### src/sv/wov_pkg.sv
// Shared types and constants for the waveform overview block.
`timescale 1ns / 1ps
`default_nettype none
package wov_pkg;

    localparam int SAMPLE_W    = 16;
    localparam int IDX_W       = 12;
    localparam int NCFG_W      = 21;
    localparam int WCFG_W      = 13;
    localparam int CFG_IDX_W   = 2;
    localparam int CNTR_W      = 20;
    localparam int BINCNT_W    = 21;
    localparam int ACC_W       = 33;
    localparam int PROD_W      = 34;
    localparam int SQ_W        = 32;
    // a full-scale bin of 2^20 samples sums to 2^50; keep the width even for the root
    localparam int SUM_W       = 52;
    localparam int RMS_W       = 16;
    localparam int QDEPTH      = 4;
    localparam int QPTR_W      = 2;
    localparam int QCNT_W      = 3;

    localparam logic [NCFG_W-1:0] MAX_SAMPLES = NCFG_W'(1048576);
    localparam logic [WCFG_W-1:0] MAX_PIXELS  = WCFG_W'(4096);

    localparam logic [NCFG_W-1:0] RST_NUM_SAMPLES = NCFG_W'(1024);
    localparam logic [WCFG_W-1:0] RST_NUM_PIXELS  = WCFG_W'(300);
    localparam logic [NCFG_W-1:0] RST_SPP         = NCFG_W'(4);

    localparam logic [CFG_IDX_W-1:0] CFG_NUM_SAMPLES = 2'd0;
    localparam logic [CFG_IDX_W-1:0] CFG_NUM_PIXELS  = 2'd1;
    localparam logic [CFG_IDX_W-1:0] CFG_SPP         = 2'd2;

    typedef struct packed {
        logic [IDX_W-1:0]           index;
        logic signed [SAMPLE_W-1:0] vmin;
        logic signed [SAMPLE_W-1:0] vmax;
        logic [SUM_W-1:0]           sum;
        logic [BINCNT_W-1:0]        count;
        logic                       last;
    } bin_rec_t;

    typedef enum logic [1:0] {F_IDLE, F_MUL, F_UPD, F_EMIT} front_state_t;
    typedef enum logic [1:0] {B_IDLE, B_DIV, B_SQRT, B_OUT} back_state_t;

endpackage
`default_nettype wire

### src/sv/wov_if.sv
// Channel interfaces: sample input, result output and register writes.
`timescale 1ns / 1ps
`default_nettype none
interface wov_sample_if;
    logic                               valid;
    logic                               ready;
    logic signed [wov_pkg::SAMPLE_W-1:0] sample;
    modport source (output valid, output sample, input ready);
    modport sink (input valid, input sample, output ready);
endinterface

interface wov_result_if;
    logic                               valid;
    logic                               ready;
    logic [wov_pkg::IDX_W-1:0]          pixel_index;
    logic signed [wov_pkg::SAMPLE_W-1:0] bin_min;
    logic signed [wov_pkg::SAMPLE_W-1:0] bin_max;
    logic [wov_pkg::RMS_W-1:0]          rms_level;
    logic                               last;
    modport source (output valid, output pixel_index, output bin_min, output bin_max,
                    output rms_level, output last, input ready);
    modport sink (input valid, input pixel_index, input bin_min, input bin_max,
                  input rms_level, input last, output ready);
endinterface

interface wov_cfg_if;
    logic                              valid;
    logic                              ready;
    logic [wov_pkg::CFG_IDX_W-1:0]     index;
    logic [wov_pkg::NCFG_W-1:0]        data;
    modport source (output valid, output index, output data, input ready);
    modport sink (input valid, input index, input data, output ready);
endinterface
`default_nettype wire

### src/sv/wov_fifo.sv
// Short queue of closed-bin records between front and back end.
`timescale 1ns / 1ps
`default_nettype none
module wov_fifo (
    input  wire logic              clk,
    input  wire logic              rst_n,
    input  wire logic              push,
    input  wire wov_pkg::bin_rec_t push_data,
    output logic                   full,
    input  wire logic              pop,
    output wov_pkg::bin_rec_t      pop_data,
    output logic                   empty
);

    wov_pkg::bin_rec_t              mem_reg [wov_pkg::QDEPTH];
    logic [wov_pkg::QPTR_W-1:0]     wr_ptr_reg, wr_ptr_next;
    logic [wov_pkg::QPTR_W-1:0]     rd_ptr_reg, rd_ptr_next;
    logic [wov_pkg::QCNT_W-1:0]     count_reg, count_next;

    function automatic logic [wov_pkg::QPTR_W-1:0] QPTR_ONE(input logic b);
        return wov_pkg::QPTR_W'(b);
    endfunction

    assign full     = (count_reg == wov_pkg::QCNT_W'(wov_pkg::QDEPTH));
    assign empty    = (count_reg == '0);
    assign pop_data = mem_reg[rd_ptr_reg];

    always_comb
    begin
        wr_ptr_next = wr_ptr_reg + QPTR_ONE(push);
        rd_ptr_next = rd_ptr_reg + QPTR_ONE(pop);
        count_next  = count_reg + wov_pkg::QCNT_W'(push) - wov_pkg::QCNT_W'(pop);
    end

    always_ff @(posedge clk or negedge rst_n)
    begin
        if (!rst_n)
        begin
            wr_ptr_reg <= '0;
            rd_ptr_reg <= '0;
            count_reg  <= '0;
        end
        else
        begin
            wr_ptr_reg <= wr_ptr_next;
            rd_ptr_reg <= rd_ptr_next;
            count_reg  <= count_next;
        end
    end

    always_ff @(posedge clk)
    begin
        if (push)
            mem_reg[wr_ptr_reg] <= push_data;
    end

    assert property (@(posedge clk) disable iff (!rst_n)
        count_reg <= wov_pkg::QCNT_W'(wov_pkg::QDEPTH))
        else $error("queue count beyond depth");
    assert property (@(posedge clk) disable iff (!rst_n) push |-> !full)
        else $error("push into full queue");
    assert property (@(posedge clk) disable iff (!rst_n) pop |-> !empty)
        else $error("pop from empty queue");

endmodule
`default_nettype wire

### src/sv/wov_front.sv
// Front end: register file, bin scheduling and the two open-bin accumulators.
`timescale 1ns / 1ps
`default_nettype none
module wov_front (
    input  wire logic        clk,
    input  wire logic        rst_n,
    wov_sample_if.sink       samples,
    wov_cfg_if.sink          cfg,
    output logic             push,
    output wov_pkg::bin_rec_t push_data,
    input  wire logic        full
);

    typedef struct packed {
        logic                               valid;
        logic [wov_pkg::IDX_W-1:0]          index;
        logic signed [wov_pkg::SAMPLE_W-1:0] vmin;
        logic signed [wov_pkg::SAMPLE_W-1:0] vmax;
        logic [wov_pkg::SUM_W-1:0]          sum;
        logic [wov_pkg::BINCNT_W-1:0]       count;
    } slot_t;

    localparam logic signed [wov_pkg::SAMPLE_W-1:0] FS_POS = {1'b0, {(wov_pkg::SAMPLE_W-1){1'b1}}};
    localparam logic signed [wov_pkg::SAMPLE_W-1:0] FS_NEG = {1'b1, {(wov_pkg::SAMPLE_W-1){1'b0}}};
    localparam slot_t SLOT_CLR = '{valid: 1'b0, index: '0, vmin: FS_POS, vmax: FS_NEG,
                                   sum: '0, count: '0};

    wov_pkg::front_state_t              state_reg, state_next;
    logic [wov_pkg::NCFG_W-1:0]         num_samples_reg;
    logic [wov_pkg::WCFG_W-1:0]         num_pixels_reg;
    logic [wov_pkg::NCFG_W-1:0]         spp_reg;
    logic signed [wov_pkg::SAMPLE_W-1:0] sample_reg;
    logic [wov_pkg::SQ_W-1:0]           sq_reg;
    logic [wov_pkg::PROD_W-1:0]         prod_reg;
    logic [wov_pkg::CNTR_W-1:0]         counter_reg, counter_next;
    logic [wov_pkg::WCFG_W-1:0]         next_bin_reg, next_bin_next;
    logic [wov_pkg::ACC_W-1:0]          acc_reg, acc_next;
    slot_t                              slot_reg [2];
    slot_t                              slot_next [2];
    wov_pkg::bin_rec_t                  rec_reg [2];
    wov_pkg::bin_rec_t                  rec_next [2];
    logic [1:0]                         nrec_reg, nrec_next;
    logic                               ptr_reg;

    logic [wov_pkg::NCFG_W-1:0]         n_c, len_c;
    logic [wov_pkg::WCFG_W-1:0]         w_c;
    logic                               at_end, open_ok, swap;
    logic [1:0]                         close;
    logic signed [wov_pkg::SQ_W-1:0]    sq_full;

    // clamp registers into their legal ranges
    always_comb
    begin
        n_c = num_samples_reg;
        if (num_samples_reg < wov_pkg::NCFG_W'(2))
            n_c = wov_pkg::NCFG_W'(2);
        else if (num_samples_reg > wov_pkg::MAX_SAMPLES)
            n_c = wov_pkg::MAX_SAMPLES;
        w_c = num_pixels_reg;
        if (num_pixels_reg < wov_pkg::WCFG_W'(2))
            w_c = wov_pkg::WCFG_W'(2);
        else if (num_pixels_reg > wov_pkg::MAX_PIXELS)
            w_c = wov_pkg::MAX_PIXELS;
        len_c = spp_reg;
        if (spp_reg == '0)
            len_c = wov_pkg::NCFG_W'(1);
        else if (spp_reg > wov_pkg::MAX_SAMPLES)
            len_c = wov_pkg::MAX_SAMPLES;
    end

    assign sq_full   = wov_pkg::SQ_W'(sample_reg) * wov_pkg::SQ_W'(sample_reg);
    assign cfg.ready = 1'b1;

    always_ff @(posedge clk or negedge rst_n)
    begin
        if (!rst_n)
        begin
            num_samples_reg <= wov_pkg::RST_NUM_SAMPLES;
            num_pixels_reg  <= wov_pkg::RST_NUM_PIXELS;
            spp_reg         <= wov_pkg::RST_SPP;
        end
        else if (cfg.valid)
        begin
            case (cfg.index)
                wov_pkg::CFG_NUM_SAMPLES: num_samples_reg <= cfg.data;
                wov_pkg::CFG_NUM_PIXELS:  num_pixels_reg  <= cfg.data[wov_pkg::WCFG_W-1:0];
                wov_pkg::CFG_SPP:         spp_reg         <= cfg.data;
                default: ;
            endcase
        end
    end

    // bin bookkeeping for the latched sample
    always_comb
    begin
        slot_next[0]  = slot_reg[0];
        slot_next[1]  = slot_reg[1];
        acc_next      = acc_reg;
        next_bin_next = next_bin_reg;
        rec_next[0]   = rec_reg[0];
        rec_next[1]   = rec_reg[1];
        nrec_next     = 2'd0;
        swap          = 1'b0;
        close         = 2'b00;
        at_end        = {1'b0, counter_reg} >= (n_c - wov_pkg::NCFG_W'(1));
        open_ok       = (next_bin_reg < w_c) &&
                        (wov_pkg::PROD_W'(acc_reg) < prod_reg);

        if (open_ok && (!slot_reg[0].valid || !slot_reg[1].valid))
        begin
            if (!slot_reg[0].valid)
            begin
                slot_next[0]       = SLOT_CLR;
                slot_next[0].valid = 1'b1;
                slot_next[0].index = next_bin_reg[wov_pkg::IDX_W-1:0];
            end
            else
            begin
                slot_next[1]       = SLOT_CLR;
                slot_next[1].valid = 1'b1;
                slot_next[1].index = next_bin_reg[wov_pkg::IDX_W-1:0];
            end
            acc_next      = acc_reg + wov_pkg::ACC_W'(n_c - wov_pkg::NCFG_W'(1));
            next_bin_next = next_bin_reg + wov_pkg::WCFG_W'(1);
        end

        for (int s = 0; s < 2; s++)
        begin
            if (slot_next[s].valid)
            begin
                if (sample_reg < slot_next[s].vmin)
                    slot_next[s].vmin = sample_reg;
                if (sample_reg > slot_next[s].vmax)
                    slot_next[s].vmax = sample_reg;
                slot_next[s].sum   = slot_next[s].sum + wov_pkg::SUM_W'(sq_reg);
                slot_next[s].count = slot_next[s].count + wov_pkg::BINCNT_W'(1);
                close[s] = at_end || (slot_next[s].count >= len_c);
            end
        end

        // lower pixel index goes out first
        swap = close[0] && close[1] && (slot_next[1].index < slot_next[0].index);
        if (close[0] && close[1])
        begin
            nrec_next = 2'd2;
            rec_next[0] = '{index: slot_next[swap ? 1 : 0].index,
                            vmin:  slot_next[swap ? 1 : 0].vmin,
                            vmax:  slot_next[swap ? 1 : 0].vmax,
                            sum:   slot_next[swap ? 1 : 0].sum,
                            count: slot_next[swap ? 1 : 0].count, last: 1'b0};
            rec_next[1] = '{index: slot_next[swap ? 0 : 1].index,
                            vmin:  slot_next[swap ? 0 : 1].vmin,
                            vmax:  slot_next[swap ? 0 : 1].vmax,
                            sum:   slot_next[swap ? 0 : 1].sum,
                            count: slot_next[swap ? 0 : 1].count, last: 1'b1};
        end
        else if (close[0] || close[1])
        begin
            nrec_next = 2'd1;
            rec_next[0] = '{index: slot_next[close[1] ? 1 : 0].index,
                            vmin:  slot_next[close[1] ? 1 : 0].vmin,
                            vmax:  slot_next[close[1] ? 1 : 0].vmax,
                            sum:   slot_next[close[1] ? 1 : 0].sum,
                            count: slot_next[close[1] ? 1 : 0].count, last: 1'b1};
        end
        if (close[0])
            slot_next[0] = SLOT_CLR;
        if (close[1])
            slot_next[1] = SLOT_CLR;

        if (at_end)
        begin
            counter_next  = '0;
            next_bin_next = '0;
            acc_next      = '0;
        end
        else
        begin
            counter_next = counter_reg + wov_pkg::CNTR_W'(1);
        end
    end

    always_comb
    begin
        state_next    = state_reg;
        samples.ready = 1'b0;
        push          = 1'b0;
        push_data     = rec_reg[ptr_reg];
        unique case (state_reg)
            wov_pkg::F_IDLE:
            begin
                samples.ready = 1'b1;
                if (samples.valid)
                    state_next = wov_pkg::F_MUL;
            end
            wov_pkg::F_MUL:
                state_next = wov_pkg::F_UPD;
            wov_pkg::F_UPD:
                state_next = (nrec_next == 2'd0) ? wov_pkg::F_IDLE : wov_pkg::F_EMIT;
            wov_pkg::F_EMIT:
            begin
                push = !full;
                if (!full && (!ptr_reg == (nrec_reg == 2'd1) || ptr_reg))
                    state_next = wov_pkg::F_IDLE;
            end
            default:
                state_next = wov_pkg::F_IDLE;
        endcase
    end

    always_ff @(posedge clk or negedge rst_n)
    begin
        if (!rst_n)
        begin
            state_reg    <= wov_pkg::F_IDLE;
            counter_reg  <= '0;
            next_bin_reg <= '0;
            acc_reg      <= '0;
            slot_reg[0]  <= SLOT_CLR;
            slot_reg[1]  <= SLOT_CLR;
            nrec_reg     <= 2'd0;
            ptr_reg      <= 1'b0;
        end
        else
        begin
            state_reg <= state_next;
            if (state_reg == wov_pkg::F_UPD)
            begin
                counter_reg  <= counter_next;
                next_bin_reg <= next_bin_next;
                acc_reg      <= acc_next;
                slot_reg[0]  <= slot_next[0];
                slot_reg[1]  <= slot_next[1];
                nrec_reg     <= nrec_next;
                ptr_reg      <= 1'b0;
            end
            else if (push)
            begin
                ptr_reg <= 1'b1;
            end
        end
    end

    always_ff @(posedge clk)
    begin
        if (samples.valid && samples.ready)
            sample_reg <= samples.sample;
        if (state_reg == wov_pkg::F_MUL)
        begin
            sq_reg   <= wov_pkg::SQ_W'(sq_full);
            prod_reg <= wov_pkg::PROD_W'({1'b0, counter_reg} + wov_pkg::NCFG_W'(1))
                        * wov_pkg::PROD_W'(w_c - wov_pkg::WCFG_W'(1));
        end
        if (state_reg == wov_pkg::F_UPD)
        begin
            rec_reg[0] <= rec_next[0];
            rec_reg[1] <= rec_next[1];
        end
    end

    assert property (@(posedge clk) disable iff (!rst_n)
        (state_reg == wov_pkg::F_EMIT) |-> (nrec_reg != 2'd0))
        else $error("emitting with no closed bin");
    assert property (@(posedge clk) disable iff (!rst_n)
        push |-> (state_reg == wov_pkg::F_EMIT))
        else $error("push outside the emit state");
    assert property (@(posedge clk) disable iff (!rst_n)
        samples.ready |-> (state_reg == wov_pkg::F_IDLE))
        else $error("sample ready while busy");

endmodule
`default_nettype wire

### src/sv/wov_back.sv
// Back end: mean of squares by shift-subtract division, then digit-by-digit square root.
`timescale 1ns / 1ps
`default_nettype none
module wov_back (
    input  wire logic             clk,
    input  wire logic             rst_n,
    output logic                  pop,
    input  wire wov_pkg::bin_rec_t pop_data,
    input  wire logic             empty,
    wov_result_if.source          results
);

    localparam int ROOT_STEPS = wov_pkg::SUM_W / 2;
    localparam int STEP_W     = 6;
    localparam int SREM_W     = ROOT_STEPS + 3;

    wov_pkg::back_state_t               state_reg, state_next;
    wov_pkg::bin_rec_t                  rec_reg;
    logic [wov_pkg::SUM_W-1:0]          quot_reg;
    logic [wov_pkg::BINCNT_W-1:0]       drem_reg;
    logic [SREM_W-1:0]                  srem_reg;
    logic [ROOT_STEPS:0]                root_reg;
    logic [STEP_W-1:0]                  step_reg;

    logic [wov_pkg::BINCNT_W:0]         drem_sh;
    logic [SREM_W-1:0]                  srem_sh, trial;
    logic                               div_last, sqrt_last;

    assign drem_sh   = {drem_reg, quot_reg[wov_pkg::SUM_W-1]};
    assign srem_sh   = {srem_reg[SREM_W-3:0], quot_reg[wov_pkg::SUM_W-1 -: 2]};
    assign trial     = SREM_W'({root_reg, 2'b01});
    assign div_last  = (step_reg == STEP_W'(wov_pkg::SUM_W - 1));
    assign sqrt_last = (step_reg == STEP_W'(ROOT_STEPS - 1));

    always_comb
    begin
        state_next = state_reg;
        pop        = 1'b0;
        unique case (state_reg)
            wov_pkg::B_IDLE:
            begin
                pop = !empty;
                if (!empty)
                    state_next = wov_pkg::B_DIV;
            end
            wov_pkg::B_DIV:
                if (div_last)
                    state_next = wov_pkg::B_SQRT;
            wov_pkg::B_SQRT:
                if (sqrt_last)
                    state_next = wov_pkg::B_OUT;
            wov_pkg::B_OUT:
                if (results.ready)
                    state_next = wov_pkg::B_IDLE;
            default:
                state_next = wov_pkg::B_IDLE;
        endcase
    end

    always_ff @(posedge clk or negedge rst_n)
    begin
        if (!rst_n)
            state_reg <= wov_pkg::B_IDLE;
        else
            state_reg <= state_next;
    end

    always_ff @(posedge clk)
    begin
        unique case (state_reg)
            wov_pkg::B_IDLE:
            begin
                rec_reg  <= pop_data;
                quot_reg <= pop_data.sum;
                drem_reg <= '0;
                step_reg <= '0;
            end
            wov_pkg::B_DIV:
            begin
                if (drem_sh >= {1'b0, rec_reg.count})
                begin
                    drem_reg <= wov_pkg::BINCNT_W'(drem_sh - {1'b0, rec_reg.count});
                    quot_reg <= {quot_reg[wov_pkg::SUM_W-2:0], 1'b1};
                end
                else
                begin
                    drem_reg <= drem_sh[wov_pkg::BINCNT_W-1:0];
                    quot_reg <= {quot_reg[wov_pkg::SUM_W-2:0], 1'b0};
                end
                // empty bin reads as zero mean
                if (div_last && rec_reg.count == '0)
                    quot_reg <= '0;
                step_reg <= div_last ? '0 : step_reg + STEP_W'(1);
                srem_reg <= '0;
                root_reg <= '0;
            end
            wov_pkg::B_SQRT:
            begin
                if (srem_sh >= trial)
                begin
                    srem_reg <= srem_sh - trial;
                    root_reg <= {root_reg[ROOT_STEPS-1:0], 1'b1};
                end
                else
                begin
                    srem_reg <= srem_sh;
                    root_reg <= {root_reg[ROOT_STEPS-1:0], 1'b0};
                end
                quot_reg <= {quot_reg[wov_pkg::SUM_W-3:0], 2'b00};
                step_reg <= step_reg + STEP_W'(1);
            end
            wov_pkg::B_OUT: ;
            default: ;
        endcase
    end

    assign results.valid       = (state_reg == wov_pkg::B_OUT);
    assign results.pixel_index = rec_reg.index;
    assign results.bin_min     = rec_reg.vmin;
    assign results.bin_max     = rec_reg.vmax;
    assign results.rms_level   = root_reg[wov_pkg::RMS_W-1:0];
    assign results.last        = rec_reg.last;

    assert property (@(posedge clk) disable iff (!rst_n)
        (state_reg == wov_pkg::B_OUT) |-> (root_reg <= (ROOT_STEPS+1)'(32768)))
        else $error("rms above full scale");
    assert property (@(posedge clk) disable iff (!rst_n)
        pop |=> (state_reg == wov_pkg::B_DIV))
        else $error("pop without starting division");
    assert property (@(posedge clk) disable iff (!rst_n)
        (results.valid && !results.ready) |=> (results.valid && $stable(results.pixel_index)))
        else $error("result beat dropped while stalled");

endmodule
`default_nettype wire

### src/sv/waveform_overview_min_max_rms_top.sv
// Waveform overview top level: min, max and RMS per display pixel.
//
// Channels: samples (one Q1.15 array sample per beat, index 0 first), results
// (one beat per closed pixel bin: index, min, max, rms, last) and cfg (register
// writes, index 0 num_samples, 1 num_pixels, 2 samples_per_pixel; always ready).
// A sample passes the front-end states idle, multiply and update, and each closed
// bin then enters the 4-entry record queue in the emit state, which stalls while
// the queue is full; a new sample is taken only back in the idle state.
// Each closed bin passes through the shift-subtract divider and then the
// square-root unit, then waits in the output register; the serial back end
// takes no new bin from the queue until that result is accepted.
// When the receiver stalls, results stay in the output register, the queue
// fills, and the front end then holds off further samples.
// Reset clears the counters and both open bins and loads the register
// defaults 1024, 300 and 4. After the last sample of an array all open bins
// close and the next beat starts a new array.
`timescale 1ns / 1ps
`default_nettype none
module waveform_overview_min_max_rms_top (
    input  wire logic     clk,
    input  wire logic     rst_n,
    wov_sample_if.sink    samples,
    wov_result_if.source  results,
    wov_cfg_if.sink       cfg
);

    logic              push, full, pop, empty;
    wov_pkg::bin_rec_t push_data, pop_data;

    wov_front u_front (
        .clk       (clk),
        .rst_n     (rst_n),
        .samples   (samples),
        .cfg       (cfg),
        .push      (push),
        .push_data (push_data),
        .full      (full)
    );

    wov_fifo u_fifo (
        .clk       (clk),
        .rst_n     (rst_n),
        .push      (push),
        .push_data (push_data),
        .full      (full),
        .pop       (pop),
        .pop_data  (pop_data),
        .empty     (empty)
    );

    wov_back u_back (
        .clk      (clk),
        .rst_n    (rst_n),
        .pop      (pop),
        .pop_data (pop_data),
        .empty    (empty),
        .results  (results)
    );

endmodule
`default_nettype wire
### src/flat_wrapper.sv
// flat-port wrapper written by rule: the top's interface ports become plain ports
module waveform_overview_min_max_rms_top_flat 
  (clk, rst_n, samples_valid, samples_sample, samples_ready, results_valid, results_pixel_index, results_bin_min, results_bin_max, results_rms_level, results_last, results_ready, cfg_valid, cfg_index, cfg_data, cfg_ready);
  wov_sample_if samples_i ();
  wov_result_if results_i ();
  wov_cfg_if cfg_i ();
  input  wire logic clk;
  input  wire logic rst_n;
  input wire logic [$bits(samples_i.valid)-1:0] samples_valid;
  input wire logic [$bits(samples_i.sample)-1:0] samples_sample;
  output wire logic [$bits(samples_i.ready)-1:0] samples_ready;
  output wire logic [$bits(results_i.valid)-1:0] results_valid;
  output wire logic [$bits(results_i.pixel_index)-1:0] results_pixel_index;
  output wire logic [$bits(results_i.bin_min)-1:0] results_bin_min;
  output wire logic [$bits(results_i.bin_max)-1:0] results_bin_max;
  output wire logic [$bits(results_i.rms_level)-1:0] results_rms_level;
  output wire logic [$bits(results_i.last)-1:0] results_last;
  input wire logic [$bits(results_i.ready)-1:0] results_ready;
  input wire logic [$bits(cfg_i.valid)-1:0] cfg_valid;
  input wire logic [$bits(cfg_i.index)-1:0] cfg_index;
  input wire logic [$bits(cfg_i.data)-1:0] cfg_data;
  output wire logic [$bits(cfg_i.ready)-1:0] cfg_ready;
  assign samples_i.valid = samples_valid;
  assign samples_i.sample = samples_sample;
  assign samples_ready = samples_i.ready;
  assign results_valid = results_i.valid;
  assign results_pixel_index = results_i.pixel_index;
  assign results_bin_min = results_i.bin_min;
  assign results_bin_max = results_i.bin_max;
  assign results_rms_level = results_i.rms_level;
  assign results_last = results_i.last;
  assign results_i.ready = results_ready;
  assign cfg_i.valid = cfg_valid;
  assign cfg_i.index = cfg_index;
  assign cfg_i.data = cfg_data;
  assign cfg_ready = cfg_i.ready;
  waveform_overview_min_max_rms_top u_core (.clk(clk), .rst_n(rst_n), .samples(samples_i), .results(results_i), .cfg(cfg_i));
endmodule
### config.mk
export PLATFORM = sky130hd
export DESIGN_NAME = waveform_overview_min_max_rms_top_flat
export DESIGN_NICKNAME = d
export VERILOG_FILES = /design/src/sv/wov_pkg.sv /design/src/sv/wov_if.sv /design/src/sv/wov_fifo.sv /design/src/sv/wov_front.sv /design/src/sv/wov_back.sv /design/src/sv/waveform_overview_min_max_rms_top.sv /design/src/flat_wrapper.sv
export SDC_FILE = /design/constraint.sdc
export NUM_CORES = 2
export LEC_CHECK = 0
export BUFFER_PORTS_ARGS = -buffer_cell sky130_fd_sc_hd__buf_2
export CAP_MARGIN = 5
export CORE_MARGIN = 8
export CORE_UTILIZATION = 59
export DETAILED_ROUTE_END_ITERATION = 10
export GPL_TIMING_DRIVEN = 0
export PLACE_DENSITY = 0.81
export SYNTH_ARGS = -nofsm -noshare
export SYNTH_HDL_FRONTEND = slang
export SYNTH_HIERARCHICAL = 1
export SYNTH_SLANG_ARGS = --single-unit
### constraint.sdc
create_clock -name clk -period 11.79 [get_ports clk]
set_input_delay 1.179 -clock clk [delete_from_list [all_inputs] [get_ports clk]]
set_output_delay 1.179 -clock clk [all_outputs]
set_load 0.02 [all_outputs]
==> results by group <==
Routing
  – Remaining antenna violation count: 0
  – Initial DRC Count: 8922
  – Vias: 67835
  – DRC: 1
  – Vias/cell: 6.41
  – Final wirelength: 284000 um
  – WL per Instance: 26.8 um
  – Initial DRT Pass Iterations: 10

Timing
  – Setup TNS: 0 ns
  – Worst-case clock skew: 0.0334 ns
  – Final hold vios: 0
  – Relative slew slack: -3.62%
  – Setup Viol. Count Final: 0
  – Max-slew violations: 22
  – RSZ-0062 raised after global routing: false
  – Fin Hold WS: 0.458 ns
  – Fin crit share: 98.9%
  – Min cycle time layout: 11.66 ns
  – Worst-margin pin slew: 1.55 ns
  – Fmax: 0.0858 GHz
  – Worst setup margin: 0.130 ns

Critical path
  – CP max stage delay: 0.59 ns
  – R2r worst-path depth: 43
  – Crit path launch type: flip-flop
  – Reg2reg start: u_core/u_front/num_pixels_reg[12]
  – Worst path required time: 12.28 ns
  – Worst setup EP type: flip-flop
  – Crit-path most repeated cell: nor2_1
  – Slowest cell on crit path: a221oi_1
  – Crit Reg-Reg Endpoint: u_core/u_front/rec_reg[0][24]
  – Crit path arrival time: 12.15 ns
  – CP Class: flip-flop to flip-flop
  – Worst Path Max Fanout: 11
  – Worst reg-to-reg setup slack: 0.13 ns

Placement
  – Hpwl dp: 212000 um
  – Input/output buffers: 106
  – Dpl ws: -2.83 ns
  – Routability cong.: 1.02
  – Area after DPL: 0.0940 mm^2

Status
  – Failing checks: DRC, capacitance limit, slew limit
  – Status: finished with violations

Die
  – Die width: 406 um
  – Starting Density: 59.3%
  – Rows: 143
  – Core area: 0.152 mm^2
  – Die Span Y: 406 um
  – Die area: 0.165 mm^2
  – IO Count: 108

Layout
  – Share of layout cells above drive strength 1: 12.0%
  – Commonest non-fill, non-tap cells in the layout: 987 x edfxtp_1, 871 x nand2_1, 758 x inv_1
  – Commonest non-fill, non-tap cell in the layout: edfxtp_1
  – Final nets: 9465
  – Area growth, synth to finish: 10.3%
  – Finished Cell Area: 0.0991 mm^2
  – Max reg flops: 472

Clock tree
  – Clk slew on worst S/H paths: 0.07 ns
  – H-tree depth: 4
  – CTS Root Buffer Type: clkbuf_16
  – Buffer depth of the longest clock path: 3
  – Clock Latency Late Sink: 0.81 ns
  – CTS tree: done
  – Cts bufs inserted: 145
  – Hold buffer count at CTS: 0
  – Sink Count: 1358

Logic synthesis
  – Post-synth EDFFs: 987
  – Synth area leaders: edfxtp_1 33%, fa_1 10%, dfrtp_1 9.3%, ha_1 7.4%, nand2_1 3.6%
  – Number of synthesized register bits: 1358
  – Synth Area per Inst: 11.1 um^2
  – Ys flop type: edfxtp_1
  – Post-synthesis instance area: 0.0899 mm^2
  – Area share of the leading cell type in the synthesized netlist: 33.0%
  – Synthesis warning total: 6
  – Post-synth top area cell: edfxtp_1
  – Post-synth ARST share: 27.3%
  – Mapped Cells: 8075
  – Sequential share of the synthesized area: 43.3%
  – Synth unique cells: 120

Global routing
  – GRT Total Usage: 34.0%
  – Vias in the first global route: 67775
  – Remaining Overflow, GRT: 0
  – Largest net degree at the start of global routing: 115
  – First-pass GRT wire length: 423000 um
  – Antenna violations before repair: 6

Run
  – Max-Cap Viols: 2

Hold path
  – HP Class: input pin to async pin
## repair_timing
action	in CTS	in global routing
pin swaps	2	1
buffers inserted	4	3
endpoints found under the setup margin	419	335
resized for setup	27	7
hold endpoints to repair	0	0
## worst max path at each step
stage               slack [ns]                               from                        endpoint  cells after the start
floorplan                 0.75  u_core/u_front/num_pixels_reg[12]  u_core/u_front/rec_reg[1][100]                     40
global placement         -5.95  u_core/u_front/num_pixels_reg[12]   u_core/u_front/rec_reg[1][98]                     41
detailed placement       -2.83  u_core/u_front/num_pixels_reg[12]    u_core/u_front/rec_reg[0][9]                     46
CTS                       0.09  u_core/u_front/num_pixels_reg[12]   u_core/u_front/rec_reg[1][10]                     45
global route              0.02  u_core/u_front/num_pixels_reg[12]    u_core/u_front/rec_reg[1][3]                     44
finish                    0.13  u_core/u_front/num_pixels_reg[12]   u_core/u_front/rec_reg[0][24]                     43
## through the flow
| stage | std cells | util (%) |
|---|---|---|
| 2_1_floorplan | 8127 | - |
| 3_3_place_gp | 10263 | 61.4 |
| 3_5_place_dp | 10300 | 61.9 |
| 4_1_cts | 10571 | 65.3 |
| 5_1_grt | 10572 | 65.3 |
| 6_report | 10576 | 65.3 |
## final cells by class
cell class                      instances  area (um^2)
Fill cell                           11417        52600
Multi-Input combinational cell       5563        46300
Sequential cell                      1358        39000
Clock buffer                          187         4000
Inverter                              767         2880
Tap cell                             2030         2540
Buffer                                436         2140
Timing Repair Buffer                  150         1350
Clock inverter                         81          992
Antenna cell                            4         10.0
## logic make-up after synthesis
| kind of cell | after synthesis | synth area share [%] |
|---|---|---|
| XOR/XNOR | 322 | 3.15 |
| multiplexers | 467 | 7.13 |
| flip-flops | 1358 | 43.3 |
| adder cells (fa/ha/maj) | 1000 | 17.8 |
| buffers and inverters | 1206 | 5.55 |
| other | 2 | 0.00835 |
| AO/OA/AOI/OAI | 1540 | 11.9 |
| AND/OR/NAND/NOR | 2180 | 11.1 |
## worst max-delay path, delay by kind of cell (launching register included)
| kind | cells | cell delay [ns] |
|---|---|---|
| adders and majority gates | 4 | 1.30 |
| DFF | 1 | 0.46 |
| xor gates and xnor gates | 1 | 0.18 |
| and+or+nand+nor | 19 | 3.43 |
| AOI/OAI and AO/OA | 8 | 2.33 |
| buffers and inverters | 11 | 3.57 |
## layer usage
metal,share of wire (%),wire (um),up-vias,GRT usage [%]
met3,11,30000,848,7.76
met5,0.013,38,-,0
met1,39,110000,33730,45.2
met2,45,128000,4005,53.3
li1,-,-,29246,-
met4,5.7,16100,6,16.2
## cell usage after synthesis, drive strengths merged (47+ instances only)
cell type  number
a21o          119
a21oi         379
a221o          65
a22o           98
a31oi          50
and2           86
and3           56
buf           184
clkbuf        255
dfrtp         333
edfxtp        987
fa            468
ha            532
inv           761
mux2          200
mux2i         149
mux4          118
nand2         876
nand2b         52
nand3         144
nand4          59
nor2          558
nor2b         149
nor3           87
o21a           47
o21ai         273
o22ai          52
o31ai         119
xnor2         201
xor2          120
Power is not shown: default switching activity piles up to over one toggle a cycle in this logic, so the estimate is an artifact.
